## src/design/stbs_pkg.sv

```systemverilog
// ---------------------------------------------------------------------------
// stbs_pkg
// Shared constants, op codes and controller/datapath interface types for the
// sorted table binary search block.
// ---------------------------------------------------------------------------
package stbs_pkg;

    localparam int OP_W          = 2;
    localparam int IDX_W         = 10;
    localparam int DATA_W        = 32;
    localparam int CNT_W         = 11;
    localparam int POS_W         = 10;
    localparam int DEPTH_DEFAULT = 1024;

    localparam logic [OP_W-1:0] OP_WRITE = 2'd0;
    localparam logic [OP_W-1:0] OP_EXACT = 2'd1;
    localparam logic [OP_W-1:0] OP_FIRST = 2'd2;
    localparam logic [OP_W-1:0] OP_LAST  = 2'd3;

    typedef struct packed {
        logic load;
        logic start;
        logic probe;
        logic set_res;
        logic res_found;
        logic load_out;
    } t_cmd;

    typedef struct packed {
        logic n_zero;
        logic hit;
        logic exact_hit;
        logic cont;
        logic final_ok;
        logic out_free;
    } t_status;

endpackage

```

## src/design/stbs_ctrl.sv

```systemverilog
// ---------------------------------------------------------------------------
// stbs_ctrl
// Search sequencer: accept, start, probe loop, final check, result handoff.
// ---------------------------------------------------------------------------
module stbs_ctrl import stbs_pkg::*; (
    input  logic            i_clk,
    input  logic            i_rst_n,
    input  logic            i_valid,
    input  logic [OP_W-1:0] i_op,
    input  t_status         i_status,
    output t_cmd            o_cmd,
    output logic            o_stall
);

    localparam logic [2:0] ST_IDLE  = 3'd0;
    localparam logic [2:0] ST_START = 3'd1;
    localparam logic [2:0] ST_PROBE = 3'd2;
    localparam logic [2:0] ST_FINAL = 3'd3;
    localparam logic [2:0] ST_DONE  = 3'd4;

    logic [2:0] r_state;
    logic [2:0] n_state;

    always_comb begin
        n_state = r_state;
        o_cmd   = '0;
        unique case (r_state)
            ST_IDLE: begin
                if (i_valid) begin
                    o_cmd.load = 1'b1;
                    if (i_op != OP_WRITE) begin
                        n_state = ST_START;
                    end
                end
            end
            ST_START: begin
                o_cmd.start = 1'b1;
                if (i_status.n_zero) begin
                    o_cmd.set_res = 1'b1;
                    n_state       = ST_DONE;
                end else begin
                    n_state = ST_PROBE;
                end
            end
            ST_PROBE: begin
                o_cmd.probe = 1'b1;
                priority if (i_status.exact_hit) begin
                    o_cmd.set_res   = 1'b1;
                    o_cmd.res_found = 1'b1;
                    n_state         = ST_DONE;
                end else if (i_status.cont) begin
                    n_state = ST_PROBE;
                end else if (i_status.final_ok) begin
                    n_state = ST_FINAL;
                end else begin
                    o_cmd.set_res = 1'b1;
                    n_state       = ST_DONE;
                end
            end
            ST_FINAL: begin
                o_cmd.set_res   = 1'b1;
                o_cmd.res_found = i_status.hit;
                n_state         = ST_DONE;
            end
            ST_DONE: begin
                if (i_status.out_free) begin
                    o_cmd.load_out = 1'b1;
                    n_state        = ST_IDLE;
                end
            end
            default: begin
                n_state = ST_IDLE;
            end
        endcase
    end

    always_ff @(posedge i_clk) begin
        if (!i_rst_n) begin
            r_state <= ST_IDLE;
        end else begin
            r_state <= n_state;
        end
    end

    assign o_stall = (r_state != ST_IDLE);

endmodule

```

## config.mk

```make
export PLATFORM = sky130hd
export DESIGN_NAME = stbs_ctrl
export DESIGN_NICKNAME = d
export VERILOG_FILES = /design/src/design/stbs_pkg.sv /design/src/design/stbs_ctrl.sv
export SDC_FILE = /design/constraint.sdc
export NUM_CORES = 1
export LEC_CHECK = 0
export ABC_CLOCK_PERIOD_IN_PS = 900
export BUFFER_PORTS_ARGS = -buffer_cell sky130_fd_sc_hd__clkbuf_2
export CORE_AREA = 4 4 41 43
export CTS_CLUSTER_SIZE = 40
export DETAILED_ROUTE_END_ITERATION = 8
export DIE_AREA = 0 0 45 47
export GPL_ROUTABILITY_DRIVEN = 0
export GPL_TIMING_DRIVEN = 1
export PLACE_DENSITY = 0.53
export SYNTH_ARGS = -nofsm -noshare
export SYNTH_HDL_FRONTEND = slang
export SYNTH_SLANG_ARGS = --single-unit
```

## constraint.sdc

```tcl
create_clock -name i_clk -period 0.9 [get_ports i_clk]
set_input_delay 0.09 -clock i_clk [delete_from_list [all_inputs] [get_ports i_clk]]
set_output_delay 0.09 -clock i_clk [all_outputs]
set_load 0.02 [all_outputs]
```

Word level (Yosys, flattened, before mapping)
Cells that the tools add are included.
Widths: inputs -> output; s select.
- memory bits (read-only): 0
- flip-flop bits (word level): 3
- latch bits: 0
- bits in writable memories: 0
- output and inout port bits: 7
- memories: 0
- logic and storage cells: 33
- bits of input ports: 11
- divide/modulo/power cells: 0
- equality and inequality tests: 7
- reductions and logical operators: 4
- order comparisons: 0
- multiply operators: 0
- bitwise operators: 0
- shifts and indexed selects: 0
- add/sub/neg operators: 0
- multiplexer cells: 21
- operators by type and width (kind ; number):
    $mux 3 ; 7
    $pmux 3 s5 ; 1
    $mux 1 ; 11
    $eq 3x2->1 const B ; 2
    $ne 2x2->1 const B ; 3
    $eq 3x1->1 const B ; 1
    $eq 3x3->1 const B ; 1
    $logic_not 3->1 ; 1
    $pmux 1 s3 ; 1
    $reduce_and 3->1 ; 1
    $reduce_bool 3->1 ; 1
    $pmux 1 s2 ; 1
    $reduce_bool 2->1 ; 1

Longest topological paths before layout
- depth in word-level cells: 4
- gate-level depth with buffers: 4
- gate-level depth less buffers: 3

Worst setup path after synthesis
OpenSTA, ideal clock, no wires.
- path type: register to output
- start: reg r_state[1]
- end: out o_cmd[5] (netlist name)
- slack: -0.240 ns
- arrival: 1.050 ns
- buffers on the path: 1
- cell stages (with the launch flop): 4
- required time: 0.810 ns
- path through: dfxtp_1 buf_6 or3_4 nor2_2
- RTL lines (item ; line ; text):
    start: declaration ; stbs_ctrl.sv:21 ; logic [2:0] r_state;
    start signal: assignment ; stbs_ctrl.sv:81 ; r_state <= n_state;
    end: declaration ; stbs_ctrl.sv:11 ; output t_cmd o_cmd,

==> key figures <==
Outcome
  • Run status: finished with violations
  • Violated checks: setup timing

Placed design
  • Total instance count after detailed placement: 65
  • Post-DP HPWL: 589 um
  • Number of input and output port buffers inserted: 17
  • Post-place setup slack: -196 ps

Layout
  • Largest register FFs: 3
  • Commonest non-fill, non-tap cell in the layout: clkbuf_2
  • Proportion of layout cells with a drive suffix above 1: 76.4%
  • Number of diodes: 0
  • Utilization of the core after routing: 40.1%
  • Total Nets Final: 67
  • Highest-count cells in the layout ignoring fill and taps: clkbuf_2 (10), clkbuf_4 (6), buf_6 (5)
  • Final instance count without filler cells: 70
  • Biggest regs: r_state: 3 flops
  • Largest register by flop count: r_state
  • Synth-to-layout area growth: 121%

Detailed routing
  • Routed vias: 301
  • 1st-pass router iterations: 1
  • Number of remaining DRC errors: 0
  • Average detailed-routed wire length per instance: 10.7 um
  • Detailed-route vias per instance: 4.30
  • Final antenna-violating net count: 0
  • Initial DRC Count: 0
  • Wire length reported by the detailed router: 752 um

Timing
  • Least-Margin Pin Slew: 196 ps
  • Number of max-slew violations in the final report: 0
  • Portion of the clock cycle consumed by the worst path in the final layout: 139%
  • Final critical-path setup slack: -349 ps
  • Max Clk Rate: 801 MHz
  • Final hold vios: 0
  • Total of endpoints with negative setup slack in the final report: 10
  • Unrepaired setup endpoints after global routing: true
  • Total negative slack for setup checks: -2140 ps
  • Clk_skew: 0.748 ps
  • Clock period minus worst slack: 1250 ps
  • Max transition margin: 86.9%

Synth
  • Number of distinct standard cells referenced by the synthesized netlist: 20
  • Number of warnings reported in the yosys synthesis log: 0
  • Netlist Area Pre-Place: 236 um^2
  • Syn nets: 40
  • Seq cells post-synth: 3
  • Syn Area/Cell: 8.15 um^2
  • Post-Synthesis Cells: 29
  • Part of the Yosys area used for sequential elements: 25.4%

Die
  • IO Pins: 18
  • Full die area: 0.00212 mm^2
  • Placement Rows: 13
  • Y dimension of the die: 47 um
  • Initial standard-cell utilization of the core: 18.2%
  • Total core area: 0.00130 mm^2
  • Die Wd: 45 um

Clocking
  • CTS HTree Levels: 1
  • Clock latency of the later-clocked register in the worst-skew pair: 230 ps
  • Maximum clock path buffer count: 2
  • Number of buffers created by CTS: 3
  • Clock tree sinks: 3
  • Root buffer cell: clkbuf_4
  • Hold-fix buffer count after cts: 0
  • Clock tree from TritonCTS: yes
  • Clock Pin Slew Worst Setup and Hold Paths: 30 ps

Global routing
  • Number of antenna violations at the first check in global routing: 0
  • Grt total ovfl: 0
  • Overall global routing resource usage: 8.44%
  • Maximum number of pins on one net before global-route repair: 7
  • Global-route wire length before repair: 1.20 mm
  • Number of global-route vias before repair: 281

Power and ir drop
  • Leakage: 0.000227 uW
  • Total power after layout: 576 uW
  • PD cells: 1100 mW/mm^2
  • Maximum ir drop on the vdd rail: 0.000472 V

Run
  • Total of max-cap violations: 0

Worst hold path
  • Launch point of the worst hold path: i_rst_n
  • Worst hold-check path type: in -> reg

Worst setup path
  • Setup crit start: r_state[2]$_SDFFE_PN0P_
  • Setup crit start kind: flop
  • Crit Path Max Fanout: 4
  • Setup crit end kind: primary output
  • Required time of the critical path: 810 ps
  • Worst reg2reg startpoint: r_state[1]$_SDFFE_PN0P_
  • Arrival time worst endpoint: 1160 ps
  • Crit Path Class: reg -> out
  • Register-to-register setup slack: -110 ps
-- cells in the mapped netlist, drive strengths merged --
| cell type | instances | share of area, % |
|---|---|---|
| dfxtp | 3 | 25 |
| o22ai | 1 | 5.3 |
| or3 | 1 | 4.8 |
| o21ai | 2 | 4.2 |
| buf | 2 | 6.9 |
| nand4bb | 1 | 4.8 |
| nor3b | 1 | 3.2 |
| nand2 | 1 | 1.6 |
| inv | 1 | 1.6 |
| nor4b | 1 | 3.7 |
| mux2i | 1 | 4.2 |
| and3 | 1 | 2.6 |
| nor3 | 2 | 4.2 |
| o21ba | 1 | 4.2 |
| o21a | 2 | 6.3 |
| nor2 | 6 | 11 |
| nand2b | 2 | 6.4 |
-- metal layers --
layer	global-route usage [%]	part of all wire (%)	wire [um]	up-vias
met4	12.3	2.5	19	0
met5	0	0	0	-
li1	-	-	-	155
met2	11.3	47	355	13
met3	1.15	8.5	64	2
met1	9.73	42	313	131
-- power breakdown --
group	total [uW]	internal (uW)	leakage, uW	switching, uW
Sequential	148	140	0.0000261	8.71
Clock	229	166	0.0000150	62.9
Combinational	199	107	0.000186	92.6
-- cell type report --
| class | instances | area [um^2] |
|---|---|---|
| flip-flops and latches | 3 | 66.3 |
| multi-input cells | 23 | 213 |
| well taps | 15 | 18.8 |
| clock buffers | 4 | 26.3 |
| fillers | 140 | 779 |
| repair buffers | 24 | 194 |
| inverters | 1 | 3.75 |
-- through the flow --
| stage | instance area, um^2 | hold WS, ps |
|---|---|---|
| final | 522 | 103 |
| after global placement | 384 | 330 |
| after CTS | 489 | 93.0 |
| after floorplan | 251 | 208 |
| after global routing | 522 | 111 |
| after detailed placement | 384 | 343 |
-- cell families (layout without fill, tap and decap cells) --
family	count (synthesis)	in the layout	share of synthesized area (%)
buf+inv	3	29	8.46
mux	1	1	4.23
flops	3	3	25.4
simple gates	16	16	41.8
compound gates	6	6	20.1
-- final timing paths --
| path | to | cells past startpoint |
|---|---|---|
| max | o_cmd[5] | 3 |
| min reg2reg | r_state[1]$_SDFFE_PN0P_ | 3 |
| max reg2reg | r_state[0]$_SDFFE_PN0P_ | 5 |
| min | r_state[2]$_SDFFE_PN0P_ | 2 |
-- worst max-delay path, stage by stage, from the launching register on --
cell and delay (ps):
dfxtp_2 320, or3_4 400, nor2_4 100, buf_8 110
-- timing repair --
item                                    CTS  global route
endpoints found under the setup margin   10            10
pin swaps                                 7             4
setup buffers                             0             2
gates resized for setup                  22             9
No activity file was read; power rests on OpenSTA's default activity.
