`src/design/stbs_pkg.sv`:
```
// ---------------------------------------------------------------------------
// stbs_pkg
// Shared constants, op codes and controller/datapath interface types for the
// sorted table binary search block.
// ---------------------------------------------------------------------------
package stbs_pkg;

    localparam int OP_W          = 2;
    localparam int IDX_W         = 10;
    localparam int DATA_W        = 32;
    localparam int CNT_W         = 11;
    localparam int POS_W         = 10;
    localparam int DEPTH_DEFAULT = 1024;

    localparam logic [OP_W-1:0] OP_WRITE = 2'd0;
    localparam logic [OP_W-1:0] OP_EXACT = 2'd1;
    localparam logic [OP_W-1:0] OP_FIRST = 2'd2;
    localparam logic [OP_W-1:0] OP_LAST  = 2'd3;

    typedef struct packed {
        logic load;
        logic start;
        logic probe;
        logic set_res;
        logic res_found;
        logic load_out;
    } t_cmd;

    typedef struct packed {
        logic n_zero;
        logic hit;
        logic exact_hit;
        logic cont;
        logic final_ok;
        logic out_free;
    } t_status;

endpackage

```
`src/design/stbs_dpath.sv`:
```
// ---------------------------------------------------------------------------
// stbs_dpath
// Search datapath: count register, key, lo/hi bounds, probe address, compare,
// result and output registers.
// ---------------------------------------------------------------------------
module stbs_dpath import stbs_pkg::*; #(
    parameter int TABLE_DEPTH = DEPTH_DEFAULT
) (
    input  logic                           i_clk,
    input  logic                           i_rst_n,
    input  logic                           i_cfg_wr_en,
    input  logic [CNT_W-1:0]               i_cfg_wr_data,
    input  logic [OP_W-1:0]                i_op,
    input  logic [IDX_W-1:0]               i_entry_index,
    input  logic signed [DATA_W-1:0]       i_data_value,
    input  logic                           i_out_stall,
    input  t_cmd                           i_cmd,
    output t_status                        o_status,
    output logic                           o_ram_we,
    output logic [$clog2(TABLE_DEPTH)-1:0] o_ram_waddr,
    output logic [DATA_W-1:0]              o_ram_wdata,
    output logic [$clog2(TABLE_DEPTH)-1:0] o_ram_raddr,
    input  logic [DATA_W-1:0]              i_ram_rdata,
    output logic                           o_valid,
    output logic                           o_found,
    output logic [POS_W-1:0]               o_position
);

    localparam int AW = $clog2(TABLE_DEPTH);
    localparam int CW = (AW + 1 > CNT_W) ? AW + 1 : CNT_W;
    localparam int LW = CW + 1;
    localparam int IW = ((AW > IDX_W) ? AW : IDX_W) + 1;
    localparam int XW = (AW > POS_W) ? AW : POS_W;
    localparam logic signed [LW-1:0] ONE_S = LW'(1);

    logic [CNT_W-1:0]         r_entries;
    logic [OP_W-1:0]          r_op;
    logic signed [DATA_W-1:0] r_key;
    logic signed [LW-1:0]     r_lo;
    logic signed [LW-1:0]     r_hi;
    logic [AW-1:0]            r_mid;
    logic                     r_res_found;
    logic [POS_W-1:0]         r_res_pos;
    logic                     r_out_valid;
    logic                     r_out_found;
    logic [POS_W-1:0]         r_out_pos;

    logic [CW-1:0]            count;
    logic [CW-1:0]            count_m1;
    logic signed [LW-1:0]     count_s;
    logic signed [LW-1:0]     mid_s;
    logic signed [LW-1:0]     n_lo;
    logic signed [LW-1:0]     n_hi;
    logic [LW:0]              bound_sum;
    logic [AW-1:0]            n_mid;
    logic [AW-1:0]            start_mid;
    logic [AW-1:0]            final_addr;
    logic [AW-1:0]            rd_addr;
    logic                     hit;
    logic                     less;
    logic                     cont;
    logic                     final_ok;
    logic [XW-1:0]            idx_x;
    logic [XW-1:0]            mid_x;

    always_comb begin
        if (CW'(r_entries) > CW'(TABLE_DEPTH)) begin
            count = CW'(TABLE_DEPTH);
        end else begin
            count = CW'(r_entries);
        end
    end

    assign count_m1  = count - CW'(1);
    assign count_s   = $signed({1'b0, count});
    assign start_mid = count_m1[AW:1];
    assign mid_s     = $signed({{(LW-AW){1'b0}}, r_mid});

    assign hit  = (i_ram_rdata == r_key);
    assign less = ($signed(i_ram_rdata) < r_key);

    always_comb begin
        n_lo = r_lo;
        n_hi = r_hi;
        if (hit) begin
            if (r_op == OP_FIRST) begin
                n_hi = mid_s - ONE_S;
            end else begin
                n_lo = mid_s + ONE_S;
            end
        end else if (less) begin
            n_lo = mid_s + ONE_S;
        end else begin
            n_hi = mid_s - ONE_S;
        end
    end

    assign bound_sum = {n_lo[LW-1], n_lo} + {n_hi[LW-1], n_hi};
    assign n_mid     = bound_sum[AW:1];
    assign cont      = (n_lo <= n_hi);

    always_comb begin
        unique case (r_op)
            OP_FIRST: begin
                final_addr = n_lo[AW-1:0];
                final_ok   = (n_lo < count_s);
            end
            OP_LAST: begin
                final_addr = n_hi[AW-1:0];
                final_ok   = !n_hi[LW-1];
            end
            default: begin
                final_addr = n_hi[AW-1:0];
                final_ok   = 1'b0;
            end
        endcase
    end

    always_comb begin
        if (i_cmd.start) begin
            rd_addr = start_mid;
        end else if (cont) begin
            rd_addr = n_mid;
        end else begin
            rd_addr = final_addr;
        end
    end

    assign idx_x = XW'(i_entry_index);
    assign mid_x = XW'(r_mid);

    assign o_ram_we    = i_cmd.load && (i_op == OP_WRITE)
                         && (IW'(i_entry_index) < IW'(TABLE_DEPTH));
    assign o_ram_waddr = idx_x[AW-1:0];
    assign o_ram_wdata = i_data_value;
    assign o_ram_raddr = rd_addr;

    always_ff @(posedge i_clk) begin
        if (!i_rst_n) begin
            r_entries   <= '0;
            r_out_valid <= 1'b0;
        end else begin
            if (i_cfg_wr_en) begin
                r_entries <= i_cfg_wr_data;
            end
            if (i_cmd.load_out) begin
                r_out_valid <= 1'b1;
            end else if (!i_out_stall) begin
                r_out_valid <= 1'b0;
            end
        end
    end

    always_ff @(posedge i_clk) begin
        if (i_cmd.load) begin
            r_op  <= i_op;
            r_key <= i_data_value;
        end
        if (i_cmd.start) begin
            r_lo  <= '0;
            r_hi  <= count_s - ONE_S;
            r_mid <= start_mid;
        end else if (i_cmd.probe) begin
            r_lo  <= n_lo;
            r_hi  <= n_hi;
            r_mid <= rd_addr;
        end
        if (i_cmd.set_res) begin
            r_res_found <= i_cmd.res_found;
            r_res_pos   <= i_cmd.res_found ? mid_x[POS_W-1:0] : '0;
        end
        if (i_cmd.load_out) begin
            r_out_found <= r_res_found;
            r_out_pos   <= r_res_pos;
        end
    end

    assign o_status.n_zero    = (count == '0);
    assign o_status.hit       = hit;
    assign o_status.exact_hit = hit && (r_op == OP_EXACT);
    assign o_status.cont      = cont;
    assign o_status.final_ok  = final_ok;
    assign o_status.out_free  = !r_out_valid || !i_out_stall;

    assign o_valid    = r_out_valid;
    assign o_found    = r_out_found;
    assign o_position = r_out_pos;

endmodule

```
`config.mk`:
```
export PLATFORM = sky130hd
export DESIGN_NAME = stbs_dpath
export DESIGN_NICKNAME = d
export VERILOG_FILES = /design/src/design/stbs_pkg.sv /design/src/design/stbs_dpath.sv
export SDC_FILE = /design/constraint.sdc
export NUM_CORES = 1
export LEC_CHECK = 0
export ABC_AREA = 1
export BUFFER_PORTS_ARGS = -buffer_cell sky130_fd_sc_hd__buf_2
export CAP_MARGIN = 20
export CORE_UTILIZATION = 45
export CTS_CLUSTER_DIAMETER = 40
export DETAILED_ROUTE_END_ITERATION = 7
export MAX_ROUTING_LAYER = met4
export PLACE_DENSITY = 0.78
export SYNTH_ARGS = -nofsm -noshare
export SYNTH_HDL_FRONTEND = slang
export SYNTH_SLANG_ARGS = --single-unit
```
`constraint.sdc`:
```
create_clock -name i_clk -period 6.7 [get_ports i_clk]
set_input_delay 0.335 -clock i_clk [delete_from_list [all_inputs] [get_ports i_clk]]
set_output_delay 0.335 -clock i_clk [all_outputs]
set_load 0.02 [all_outputs]
```
Word-level counts from Yosys, hierarchy flattened
Cells that the tools add are included.
{ "op_classes": {"addsub": 5, "magnitude_cmp": 4, "eq_ne": 5, "n_mux": 17, "n_reduce_logical": 9} }
{ "op_table": {"columns": ["operator", "count"], "rows": [
  ["12-bit two-way mux", 8],
  ["10-bit two-way mux", 5],
  ["32-bit equality test", 1],
  ["32-bit < comparator", 1],
  ["12-bit <= comparator", 1],
  ["12-bit < comparator", 1],
  ["11-bit by 1-bit subtractor with 12-bit output, second input constant", 1],
  ["10-bit by 1-bit adder with 11-bit output, second input constant", 1],
  ["11-bit adder", 1],
  ["11-bit greater-than comparator, second input constant", 1],
  ["11-bit zero test", 1],
  ["11-bit two-way mux", 1],
  ["10-bit by 1-bit subtractor with 11-bit output, second input constant", 1],
  ["11-bit by 1-bit subtractor with 11-bit output, second input constant", 1],
  ["2-bit equality test, second input constant", 2],
  ["1-bit zero test", 3],
  ["2-bit by 1-bit equality test with 1-bit output, second input constant", 1],
  ["1-bit logical AND", 2],
  ["2-bit zero test", 1],
  ["1-bit two-way mux", 2],
  ["2-bit by 1-bit inequality test with 1-bit output, second input constant", 1],
  ["1-bit one-hot mux with 2 select lines", 1],
  ["2-bit nonzero test", 1],
  ["1-bit logical OR", 1]
]} }
{ "totals": {"regBits": 102, "in_bits": 97, "out_inout_bits": 71, "wordCells": 51} }

Logic depth before layout (Yosys ltp)
Gate-level depths: netlist of run 1.
{ "logic_depth": {"depth_word": 8, "mapped_depth": 38, "ltp_nobuf": 37} }

Worst setup path before layout of run 1
OpenSTA, ideal clock, no wires.
{ "synth_path": {"path_type": "input port to output port", "start": "input i_ram_rdata[31]", "end": "output o_ram_raddr[9]", "arrival_time_ps": 4018, "t_required_ps": 6365, "path_slack_ps": 2347, "path_stages": 31, "n_path_buf": 1, "path_cell_list": "ha_1 -> nand2_1 -> nor2_2 -> nand2_2 -> inv_1 -> a21oi_2 -> nand3_2 -> nand2_4 -> buf_2 -> inv_1 -> nand2_1 -> o211ai_1 -> o21ai_0 -> inv_1 -> ha_1 -> fa_1 -> a21oi_1 -> nor2_1 -> nor2_1 -> o31ai_1 -> a21oi_1 -> nor2_1 -> nor2_1 -> nor2_1 -> nor2_1 -> nor2_1 -> nor2_1 -> xnor2_1 -> nand2_1 -> nand3_1 -> nand2_1"} }
{ "synth_via": {"elab_chain_cells": 6, "word_cells_on_any_way": 11, "classes_between": "add/sub: 1; order compare: 2; eq/ne: 1; mux: 7"} }
{ "synth_lines": {"columns": ["item", "line", "source"], "rows": [
  ["from (decl)", "stbs_dpath.sv:23", "input logic [DATA_W-1:0] i_ram_rdata,"],
  ["32-bit < comparator", "stbs_dpath.sv:80", "assign less = ($signed(i_ram_rdata) < r_key);"],
  ["12-bit two-way mux", "stbs_dpath.sv:91", "end else if (less) begin"],
  ["12-bit two-way mux", "stbs_dpath.sv:85", "if (hit) begin"],
  ["11-bit adder (tied with other cells)", "stbs_dpath.sv:98", "assign bound_sum = {n_lo[LW-1], n_lo} + {n_hi[LW-1], n_hi};"],
  ["10-bit two-way mux *", "stbs_dpath.sv:122", "end else if (cont) begin"],
  ["10-bit two-way mux *", "stbs_dpath.sv:120", "if (i_cmd.start) begin"],
  ["to (decl)", "stbs_dpath.sv:22", "output logic [$clog2(TABLE_DEPTH)-1:0] o_ram_raddr,"]
]} }
Every way passes the cells marked *; elsewhere a longest branch is shown, timed or not.

Worst setup path after layout of run 1
{ "layout_path": {"start": "register r_key[31]", "end": "output o_ram_raddr[1]"} }
{ "layout_via": {"elab_chain_cells": 6, "word_cells_on_any_way": 11, "classes_between": "add/sub: 1; order compare: 2; eq/ne: 1; mux: 7"} }
{ "layout_lines": {"columns": ["item", "line", "source"], "rows": [
  ["from (decl)", "stbs_dpath.sv:38", "logic signed [DATA_W-1:0] r_key;"],
  ["from (signal assigned)", "stbs_dpath.sv:157", "r_key <= i_data_value;"],
  ["32-bit < comparator", "stbs_dpath.sv:80", null],
  ["12-bit two-way mux", "stbs_dpath.sv:91", null],
  ["12-bit two-way mux", "stbs_dpath.sv:85", null],
  ["11-bit adder (tied with other cells)", "stbs_dpath.sv:98", null],
  ["10-bit two-way mux *", "stbs_dpath.sv:122", null],
  ["10-bit two-way mux *", "stbs_dpath.sv:120", null]
]} }
Marks and branches as above.

==> results.yml, run 1 <==
logic_synthesis:
  synthDistinctLibCells: 46
  synthSimpleGateAreaFrac: 0.2185
  async_reset_ff_frac: 0
  ys_warn_count: 0
  synth_fp_nets: 1055
  synth_edf_count: 78
  netlist_instances: 896
  synth_adder_area_share: 0.1093
  synth_area_per_cell_um2: 8.000
  synth_compound_area_frac: 0.1163
  synth_seq_area_share: 0.3938
  synthTopCellsByArea: "edfxtp_1, ha_1, nand2_1, inv_1, dfxtp_1"
  yosysTopAreaCell: "edfxtp_1"
  synth.area.mux_share: 0
  netlist_area_um2: 7168
  ys_dominant_reg_cell: "edfxtp_1"
  synth_top_area_frac: 0.3268
  ys_seq_elements: 102
  synth_top_family_by_area: "simple AND/OR/NAND/NOR gates"
  synthXorXnorAreaFrac: 0.03177
min_path:
  hold-path-cell-count: 1
  hold_class: "in -> reg"
  holdPathEnd: "r_key[22]$_DFFE_PP_"
  hold_path.startpoint: "i_data_value[22]"
global_route:
  grt_pass1_vias: 5672
  grt_start_max_net_pins: 36
  grt_antenna_before_repair: 0
  grt_pass1_wl_um: 27240
  grt-ovfl-total: 0
  track_usage: 0.2213
drt:
  postRouteAntennaNets: 0
  vias: 6172
  avgViaCountPerCell: 5.109
  wl_met3_um: 1100
  drtPass1Iterations: 5
  wl_per_cell_um: 14.15
  met2_length_um: 8105
  detail_route.wirelength_um: 17100
  drt_iter0_drc: 457
  drc_errors: 0
  drt-met1-wl_um: 7319
  highest_layer: "met4"
pwr:
  comb_power_share: 0.500
  seqPwrFrac: 0.295
  ir_drop_v: 0.0001476
  p_sw_frac: 0.4361
  power_density_nw_per_um2: 374.1
  power_uw: 3037
  switchingPower_uw: 1324
  leakagePower_uw: 0.004082
  p_int_uw: 1712
  clockPowerShare: 0.206
setup_path:
  required_ps: 6360
  crit_type: "reg -> out"
  critPathBufInv: 6
  critPathMaxFanout: 20
  end_kind: "output pin"
  crit_family: "simple AND/OR/NAND/NOR gates"
  slowest_delay_ps: 520
  r2r-start: "r_key[31]$_DFFE_PP_"
  reg2reg_slack_ps: 1650
  start_kind: "flip-flop"
  r2r_cells: 24
  worstPathArrival_ps: 5330
  r2r-end: "mid_x[1]$_DFFE_PP_"
  crit_path_top_delay_cell: "inv_1"
floorplanning:
  ios: 168
  chipHeight_um: 128.2
  start_util: 0.4663
  core-area_um2: 15370
  die_area_um2: 16440
  fp-row-count: 45
  die_width_um: 128.2
place:
  place.gp.congestion: 0.9384
  port_buffers: 147
  place_inst: 1192
  dpl-instance-area_um2: 7762
  dpl.hpwl_um: 13400
clock_tree:
  clock_sinks: 102
  clock_path_buffers: 2
  numCtsBuffers: 9
  cts_resized: 0
  ctsHoldBuffers: 0
  cts_setup_buffers: 0
  cts_tree: "done"
  cts-root-buf: "clkbuf_16"
  clkTransAtPathRegs_ps: 70
  insertion_delay_ps: 360
  h-tree-depth: 3
finish:
  fin_cells: 1208
  area_growth_pct: 13.23
  diodes: 0
  final_nets: 1151
  fin_area_um2: 8117
  drive_gt1_frac: 0.1936
timing:
  finalSetupViolations: 0
  finalHoldViolations: 0
  fin_crit_sh: 0.8462
  fin_skew_ps: 16.65
  finalSetupTns_ps: 0
  layout_min_cycle_time_ps: 5670
  worst_pin_slew_ps: 772.9
  rsz0062_at_grt: "false"
  whs_ps: 163.7
  maxSlewHeadroom: 0.4848
  fmax_mhz: 176.4
  final-max-slew-violation-count: 0
run:
  cap_violations: 0
outcome:
  status: "finished, final reports clean"
-- kinds of logic after synthesis --
group	count (synthesis)
DFF	102
AOI/OAI and AO/OA	150
adders and majority gates	62
buffers and inverters	199
xor gates and xnor gates	26
and+or+nand+nor	357
-- flip-flops by register name, indices dropped and copies added (netlist names) --
signal / count
mid_x: 10
r_hi: 12
r_res_found: 1
r_res_pos: 10
r_key: 32
o_valid: 1
o_position: 10
r_op: 2
r_lo: 12
o_found: 1
r_entries: 11
-- stage by stage --
| step | setup slack (ps) | utilization |
|---|---|---|
| floorplan | 2347 | - |
| global placement | 1562 | 0.5050 |
| detailed placement | 1382 | 0.5050 |
| CTS | 1058 | 0.5280 |
| global route | 406.6 | 0.5280 |
| finish | 1030 | 0.5280 |
-- layout make-up --
class	instances	area (µm²)
Clock buffer	10	239.0
Tap cell	211	264.0
Multi-Input combinational cell	595	3411
Fill cell	1426	7254
Timing Repair Buffer	151	765.7
Clock inverter	6	115.1
Sequential cell	102	2823
Inverter	133	499.2
-- cells in the mapped netlist (2+ instances only) --
cell      count
xor2_1       19
dfxtp_1      24
clkbuf_1     12
ha_1         61
or2_1         2
o21bai_1      2
nand4_1       7
inv_1       131
xnor2_1       7
nor3_1        7
nor2_1       65
o21a_1        5
nand2_4       2
nor4_1        2
o21ai_0      75
a211oi_1      2
nand3_1      63
and3_1        2
a21oi_1      37
nand2_1     183
o22ai_1       5
nor2_2        2
nand2_2      11
edfxtp_1     78
nor3b_1       2
nand3_2       3
buf_4        46
o21ai_1       4
buf_2         5
o211ai_1     14
or2_2         3
-- power groups by stage --
stage / combinational [µW] / clock [µW] / sequential, µW
6_report: 1520 / 624 / 895
3_5_place_dp: 1480 / 0 / 909
5_1_grt: 1700 / 660 / 907
2_1_floorplan: 1120 / 0 / 880
4_1_cts: 1500 / 637 / 895
3_3_place_gp: 1470 / 0 / 906
-- layer usage --
layer | vias to the layer above | track usage
met2 | 209 | 0.3523
met1 | 2806 | 0.2699
li1 | 3110 | -
met5 | - | -
met3 | 47 | 0.04174
met4 | 0 | 0.1066
-- how the worst max path moves through the flow --
stage,start,depth (start not counted),endpoint
3_3_place_gp,i_ram_rdata[31],25,o_ram_raddr[1]
3_5_place_dp,i_ram_rdata[31],25,o_ram_raddr[1]
4_1_cts,r_key[31]$_DFFE_PP_,25,o_ram_raddr[1]
2_1_floorplan,i_ram_rdata[31],31,o_ram_raddr[9]
5_1_grt,r_key[31]$_DFFE_PP_,25,o_ram_raddr[1]
6_report,r_key[31]$_DFFE_PP_,25,o_ram_raddr[1]
-- layout by cell type (no fill, tap or decap), drive strengths merged, types with 3 or more instances in the layout --
master	count
nand2	196
buf	151
inv	134
o21ai	80
edfxtp	78
nor2	67
nand3	66
ha	61
a21oi	38
dfxtp	24
xor2	19
o211ai	14
clkbuf	10
nor3	8
nand4	7
xnor2	7
o21a	5
o22ai	5
or2	5
bufinv	3
nor4	3
(Power assumes the default switching activity.)
==> run 2: changes to the inputs <==
--- a/config.mk
+++ b/config.mk
@@ -12,7 +12,7 @@
 export CTS_CLUSTER_DIAMETER = 40
 export DETAILED_ROUTE_END_ITERATION = 7
 export MAX_ROUTING_LAYER = met4
-export PLACE_DENSITY = 0.78
+export PLACE_DENSITY = 0.8
 export SYNTH_ARGS = -nofsm -noshare
 export SYNTH_HDL_FRONTEND = slang
 export SYNTH_SLANG_ARGS = --single-unit
==> constraint.sdc (replaced) <==
create_clock -name i_clk -period 5.2 [get_ports i_clk]
set_input_delay 0.26 -clock i_clk [delete_from_list [all_inputs] [get_ports i_clk]]
set_output_delay 0.26 -clock i_clk [all_outputs]
set_load 0.02 [all_outputs]
==> run 2 against run 1 <==
Net effect: sequential share of layout area decreased by 0.51 points; count of clock-buffer cells in the layout unchanged; clock power rose by 14%; sequential power grew 27%; clock skew fell by 4.6 ps; hold slack worse by 74 ps.
==> results.yml, run 2 (synthesis gave the netlist of run 1 again) <==
timing:
  finalSetupTns_ps: 0
  finalHoldViolations: 0
  fin_skew_ps: 12.06
  fmax_mhz: 204.0
  fin_crit_sh: 0.9428
  finalSetupViolations: 0
  setup_ws_ps: 297.4
  worst_pin_slew_ps: 788.9
  rsz0062_at_grt: "true"
  layout_min_cycle_time_ps: 4903
  final-max-slew-violation-count: 0
  maxSlewHeadroom: 0.4740
setup_path:
  required_ps: 4940
  crit_path_top_delay_cell: "fa_2"
  crit_type: "reg -> out"
  cp.depth: 33
  critPathMaxFanout: 13
  crit_top_cell: "nor2_1"
  crit_family: "simple AND/OR/NAND/NOR gates"
  end_kind: "output pin"
  critPathBufInv: 4
  r2r_cells: 32
  slowest_delay_ps: 350
  worstPathArrival_ps: 4640
  start_kind: "flip-flop"
finish:
  drive_gt1_frac: 0.2139
  final_nets: 1159
  diodes: 0
  layout_commonest_cell: "nand2_1"
  fin_area_um2: 8238
  reg_top3: "r_key (32), r_hi (12), r_lo (12)"
  seq_area_um2: 2823
  area_growth_pct: 14.92
  top_register: "r_key"
  multi_input_area_um2: 3525
  fill_cells: 1412
  layout_common_cells: "nand2_1, buf_2, inv_1"
  largest_reg_flops: 32
clock_tree:
  clkTransAtPathRegs_ps: 70
  insertion_delay_ps: 360
  numCtsBuffers: 9
  clock_sinks: 102
  clock_path_buffers: 2
  cts-root-buf: "clkbuf_16"
  ctsHoldBuffers: 0
  h-tree-depth: 3
  cts_tree: "done"
pwr:
  power_uw: 3860
  clockPowerShare: 0.184
  comb_power_share: 0.520
  p_sw_frac: 0.4445
  p_int_uw: 2144
  switchingPower_uw: 1715
  seqPwrFrac: 0.296
  ir_drop_v: 0.0002606
  leakagePower_uw: 0.004113
  power_density_nw_per_um2: 468.5
global_route:
  grt_pass1_wl_um: 26900
  grt_start_max_net_pins: 36
  grt_pass1_vias: 5786
  grt_antenna_before_repair: 0
  track_usage: 0.2154
  grt-ovfl-total: 0
drt:
  postRouteAntennaNets: 0
  avgViaCountPerCell: 5.095
  drc_errors: 0
  vias: 6196
  drtPass1Iterations: 5
  drt_iter0_drc: 441
  detail_route.wirelength_um: 16900
  wl_per_cell_um: 13.90
outcome:
  status: "finished, final reports clean"
floorplanning:
  ios: 168
  fp-row-count: 45
  die_area_um2: 16440
  core-area_um2: 15370
  start_util: 0.4663
  chipHeight_um: 128.2
  die_width_um: 128.2
run:
  cap_violations: 0
min_path:
  hold_class: "in -> reg"
  hold-path-cell-count: 1
place:
  place.gp.congestion: 0.9499
  dpl.hpwl_um: 12930
  pre_cts_slack_ps: 376.1
  port_buffers: 147
  dpl-instance-area_um2: 7792
## run 2: cell types whose count changed in the layout (fill, tap and decap cells not counted), moves of 2 or more
cell / change
nand2_8: +2
bufinv_16: -2
ha_1: -2
inv_2: +2
inv_1: -2
o21ai_0: -6
nor2_1: -3
o21ai_2: +4
buf_4: +7
nor2_2: +3
o21ai_1: +2
nand3_4: +2
## run 2: area by class of cell
class / instances / share of cell area
clock buffer: 10 / 0.02779
clock inverter: 6 / 0.009721
inverter: 133 / 0.06060
multi-input combinational: 596 / 0.4279
sequential: 102 / 0.3426
tap: 211 / 0.03205
timing repair buffer: 158 / 0.09933
## run 2: power groups by stage
stage	logic (µW)	clock network (µW)	registers [µW]
6_report	2010	710	1140
5_1_grt	2240	752	1160
4_1_cts	1900	722	1140
3_5_place_dp	1870	0	1160
3_3_place_gp	1850	0	1150
2_1_floorplan	1440	0	1130
## run 2: worst reg2reg max path, delay by kind of cell (launching register included)
family                   cells  cell delay, ps
buffers and inverters        3             230
XOR/XNOR                     1             120
adder cells (fa/ha/maj)      3             880
flip-flops                   1             330
AO/OA/AOI/OAI                5             580
AND/OR/NAND/NOR             20            1980
## run 2: stage by stage
stage          utilization  hold WS, ps  instances
3_3_place_gp        0.5070        402.5       1196
5_1_grt             0.5359        81.88       1216
3_5_place_dp        0.5070        404.5       1196
2_1_floorplan            -        358.9        896
6_report            0.5359        89.61       1216
4_1_cts             0.5276        82.40       1212
## run 2: repair_timing
action,4_1_cts,5_1_grt
resized for setup,1,28
buffers inserted,0,3
hold endpoints to repair,0,0
pin swaps,0,3
endpoints found under the setup margin,1,11
gates cloned,0,1
## run 2: final timing paths
check                              from  slack, ps                       to
max                 r_key[31]$_DFFE_PP_        300           o_ram_raddr[9]
min reg2reg  r_res_pos[6]$_SDFFCE_PN0P_        420  o_position[6]$_DFFE_PP_
min                    i_data_value[15]         90      r_key[15]$_DFFE_PP_
max reg2reg         r_key[31]$_DFFE_PP_        830       mid_x[9]$_DFFE_PP_
## run 2: layer usage
metal	GRT usage	wire length (µm)	vias to the layer above
met4	0.07612	409	0
li1	-	-	3135
met1	0.2569	7205	2802
met5	-	0	-
met2	0.3685	8270	231
met3	0.03297	1016	28
==> run 3: changes to the inputs <==
--- a/config.mk
+++ b/config.mk
@@ -6,7 +6,7 @@
 export NUM_CORES = 1
 export LEC_CHECK = 0
 export ABC_AREA = 1
-export BUFFER_PORTS_ARGS = -buffer_cell sky130_fd_sc_hd__buf_2
+export BUFFER_PORTS_ARGS = -buffer_cell sky130_fd_sc_hd__buf_4
 export CAP_MARGIN = 20
 export CORE_UTILIZATION = 45
 export CTS_CLUSTER_DIAMETER = 40
==> run 3 against run 2 <==
Net effect: clock skew rose by 3.3 ps; cell count is 0.33% higher; global-route usage decreased by 0.11 points; combinational power grew 3%.
==> results.yml, run 3 (synthesis gave the netlist of run 1 again) <==
pwr:
  seqPwrFrac: 0.290
  p_int_uw: 2216
  switchingPower_uw: 1722
  power_uw: 3938
  clockPowerShare: 0.182
  power_density_nw_per_um2: 455.7
  ir_drop_v: 0.0002265
  comb_power_share: 0.527
  p_sw_frac: 0.4373
  leakagePower_uw: 0.004260
finish:
  largest_reg_flops: 32
  reg_top3: "r_key (32), r_hi (12), r_lo (12)"
  area_growth_pct: 20.56
  fill_cells: 1415
  final_nets: 1163
  multi_input_area_um2: 3522
  drive_gt1_frac: 0.2180
  diodes: 0
  layout_commonest_cell: "nand2_1"
  layout_common_cells: "nand2_1, buf_4, inv_1"
  seq_area_um2: 2823
  fin_area_um2: 8642
  top_register: "r_key"
  utilization: 0.5622
global_route:
  grt-ovfl-total: 0
  grt_pass1_wl_um: 26630
  grt_antenna_before_repair: 0
  track_usage: 0.2143
  grt_pass1_vias: 5785
  grt_start_max_net_pins: 36
setup_path:
  r2r-end: "mid_x[9]$_DFFE_PP_"
  critPathMaxFanout: 10
  slowest_delay_ps: 360
  required_ps: 4940
  crit_type: "reg -> out"
  r2r_cells: 32
  crit_top_cell: "nor2_1"
  crit_path_top_delay_cell: "fa_2"
  worstSetupStartpoint: "r_key[31]$_DFFE_PP_"
  endpoint: "o_ram_raddr[9]"
  r2r-start: "r_key[31]$_DFFE_PP_"
  start_kind: "flip-flop"
  worstPathArrival_ps: 4640
  end_kind: "output pin"
  reg2reg_slack_ps: 830
drt:
  detail_route.wirelength_um: 17260
  postRouteAntennaNets: 0
  wl_per_cell_um: 14.15
  avgViaCountPerCell: 5.096
  vias: 6217
  drc_errors: 0
  drt_iter0_drc: 449
  drtPass1Iterations: 8
clock_tree:
  clock_path_buffers: 2
  insertion_delay_ps: 360
  numCtsBuffers: 9
  cts-root-buf: "clkbuf_16"
  ctsHoldBuffers: 0
  clock_sinks: 102
  clkTransAtPathRegs_ps: 80
  h-tree-depth: 3
  cts_tree: "done"
floorplanning:
  ios: 168
  die_area_um2: 16440
  fp-row-count: 45
  chipHeight_um: 128.2
  start_util: 0.4663
  die_width_um: 128.2
  core-area_um2: 15370
timing:
  rsz0062_at_grt: "true"
  maxSlewHeadroom: 0.5063
  finalHoldViolations: 0
  fin_crit_sh: 0.9424
  fin_skew_ps: 15.33
  setup_ws_ps: 299.6
  finalSetupViolations: 0
  worst_pin_slew_ps: 739.7
  fmax_mhz: 204.1
  final-max-slew-violation-count: 0
  layout_min_cycle_time_ps: 4900
min_path:
  hold_class: "in -> reg"
place:
  dpl.hpwl_um: 13190
  port_buffers: 147
  place.gp.congestion: 0.9163
  pre_cts_slack_ps: 363.9
  dpl-instance-area_um2: 8168
run:
  cap_violations: 0
outcome:
  status: "finished, final reports clean"
run 3: changes by cell type in the layout (fill, tap and decap cells not counted), moves of 2 or more:
cell / before / now
o21ai_0: 69 / 71
nand2_1: 182 / 180
buf_4: 11 / 162
buf_2: 147 / 0
nand2_2: 10 / 12
o21ai_2: 5 / 2
run 3: metrics by stage:
stage | hold slack [ps] | setup TNS (ps) | std cells
final | 84.28 | 0 | 1220
after CTS | 78.27 | 0 | 1213
after detailed placement | 404.5 | 0 | 1197
after floorplan | 358.9 | 0 | 896
after global routing | 76.71 | -85.79 | 1220
after global placement | 402.2 | 0 | 1197
run 3: final cells by class:
type                    instances  area share
multi-input cells             596      0.4076
clock inverters                 7     0.01071
repair buffers                162      0.1407
inverters                     133     0.05777
well taps                     211     0.03055
clock buffers                   9     0.02606
flip-flops and latches        102      0.3266
run 3: power by group through the flow:
stage	logic, µW	clock network (µW)	registers (µW)
finish	2080	719	1140
detailed placement	1940	0	1160
CTS	1960	730	1140
global placement	1920	0	1150
floorplan	1440	0	1130
global route	2300	761	1160
run 3: how the worst min path moves through the flow:
| stage | startpoint | end | slack [ps] | cells after the start |
|---|---|---|---|---|
| finish | i_data_value[22] | r_key[22]$_DFFE_PP_ | 80 | 1 |
| global route | i_data_value[22] | r_key[22]$_DFFE_PP_ | 80 | 1 |
| CTS | i_data_value[22] | r_key[22]$_DFFE_PP_ | 80 | 1 |
| detailed placement | r_res_found$_DFFE_PP_ | o_found$_DFFE_PP_ | 400 | 0 |
| global placement | r_res_pos[2]$_SDFFCE_PN0P_ | o_position[2]$_DFFE_PP_ | 400 | 0 |
| floorplan | i_data_value[0] | r_key[0]$_DFFE_PP_ | 360 | 0 |
run 3: worst max-delay path, delay by kind of cell, from the launching register on:
| family | cells | cell delay, ps |
|---|---|---|
| AND/OR/NAND/NOR | 20 | 2010 |
| AO/OA/AOI/OAI | 5 | 580 |
| buffers and inverters | 4 | 380 |
| flip-flops | 1 | 330 |
| adder cells (fa/ha/maj) | 3 | 850 |
| XOR/XNOR | 1 | 130 |
run 3: routing by layer:
metal,track usage,vias to the layer above,part of all wire
met5,-,-,0
met1,0.2407,2795,0.41
met4,0.07889,0,0.027
li1,-,3135,-
met3,0.04591,38,0.073
met2,0.3730,249,0.49
run 3: what timing repair did:
action                                  in CTS  in global routing
cloned                                       0                  1
resized for setup                            1                 26
endpoints found under the setup margin       1                 10
pin swaps                                    0                  9
setup buffers                                0                  6
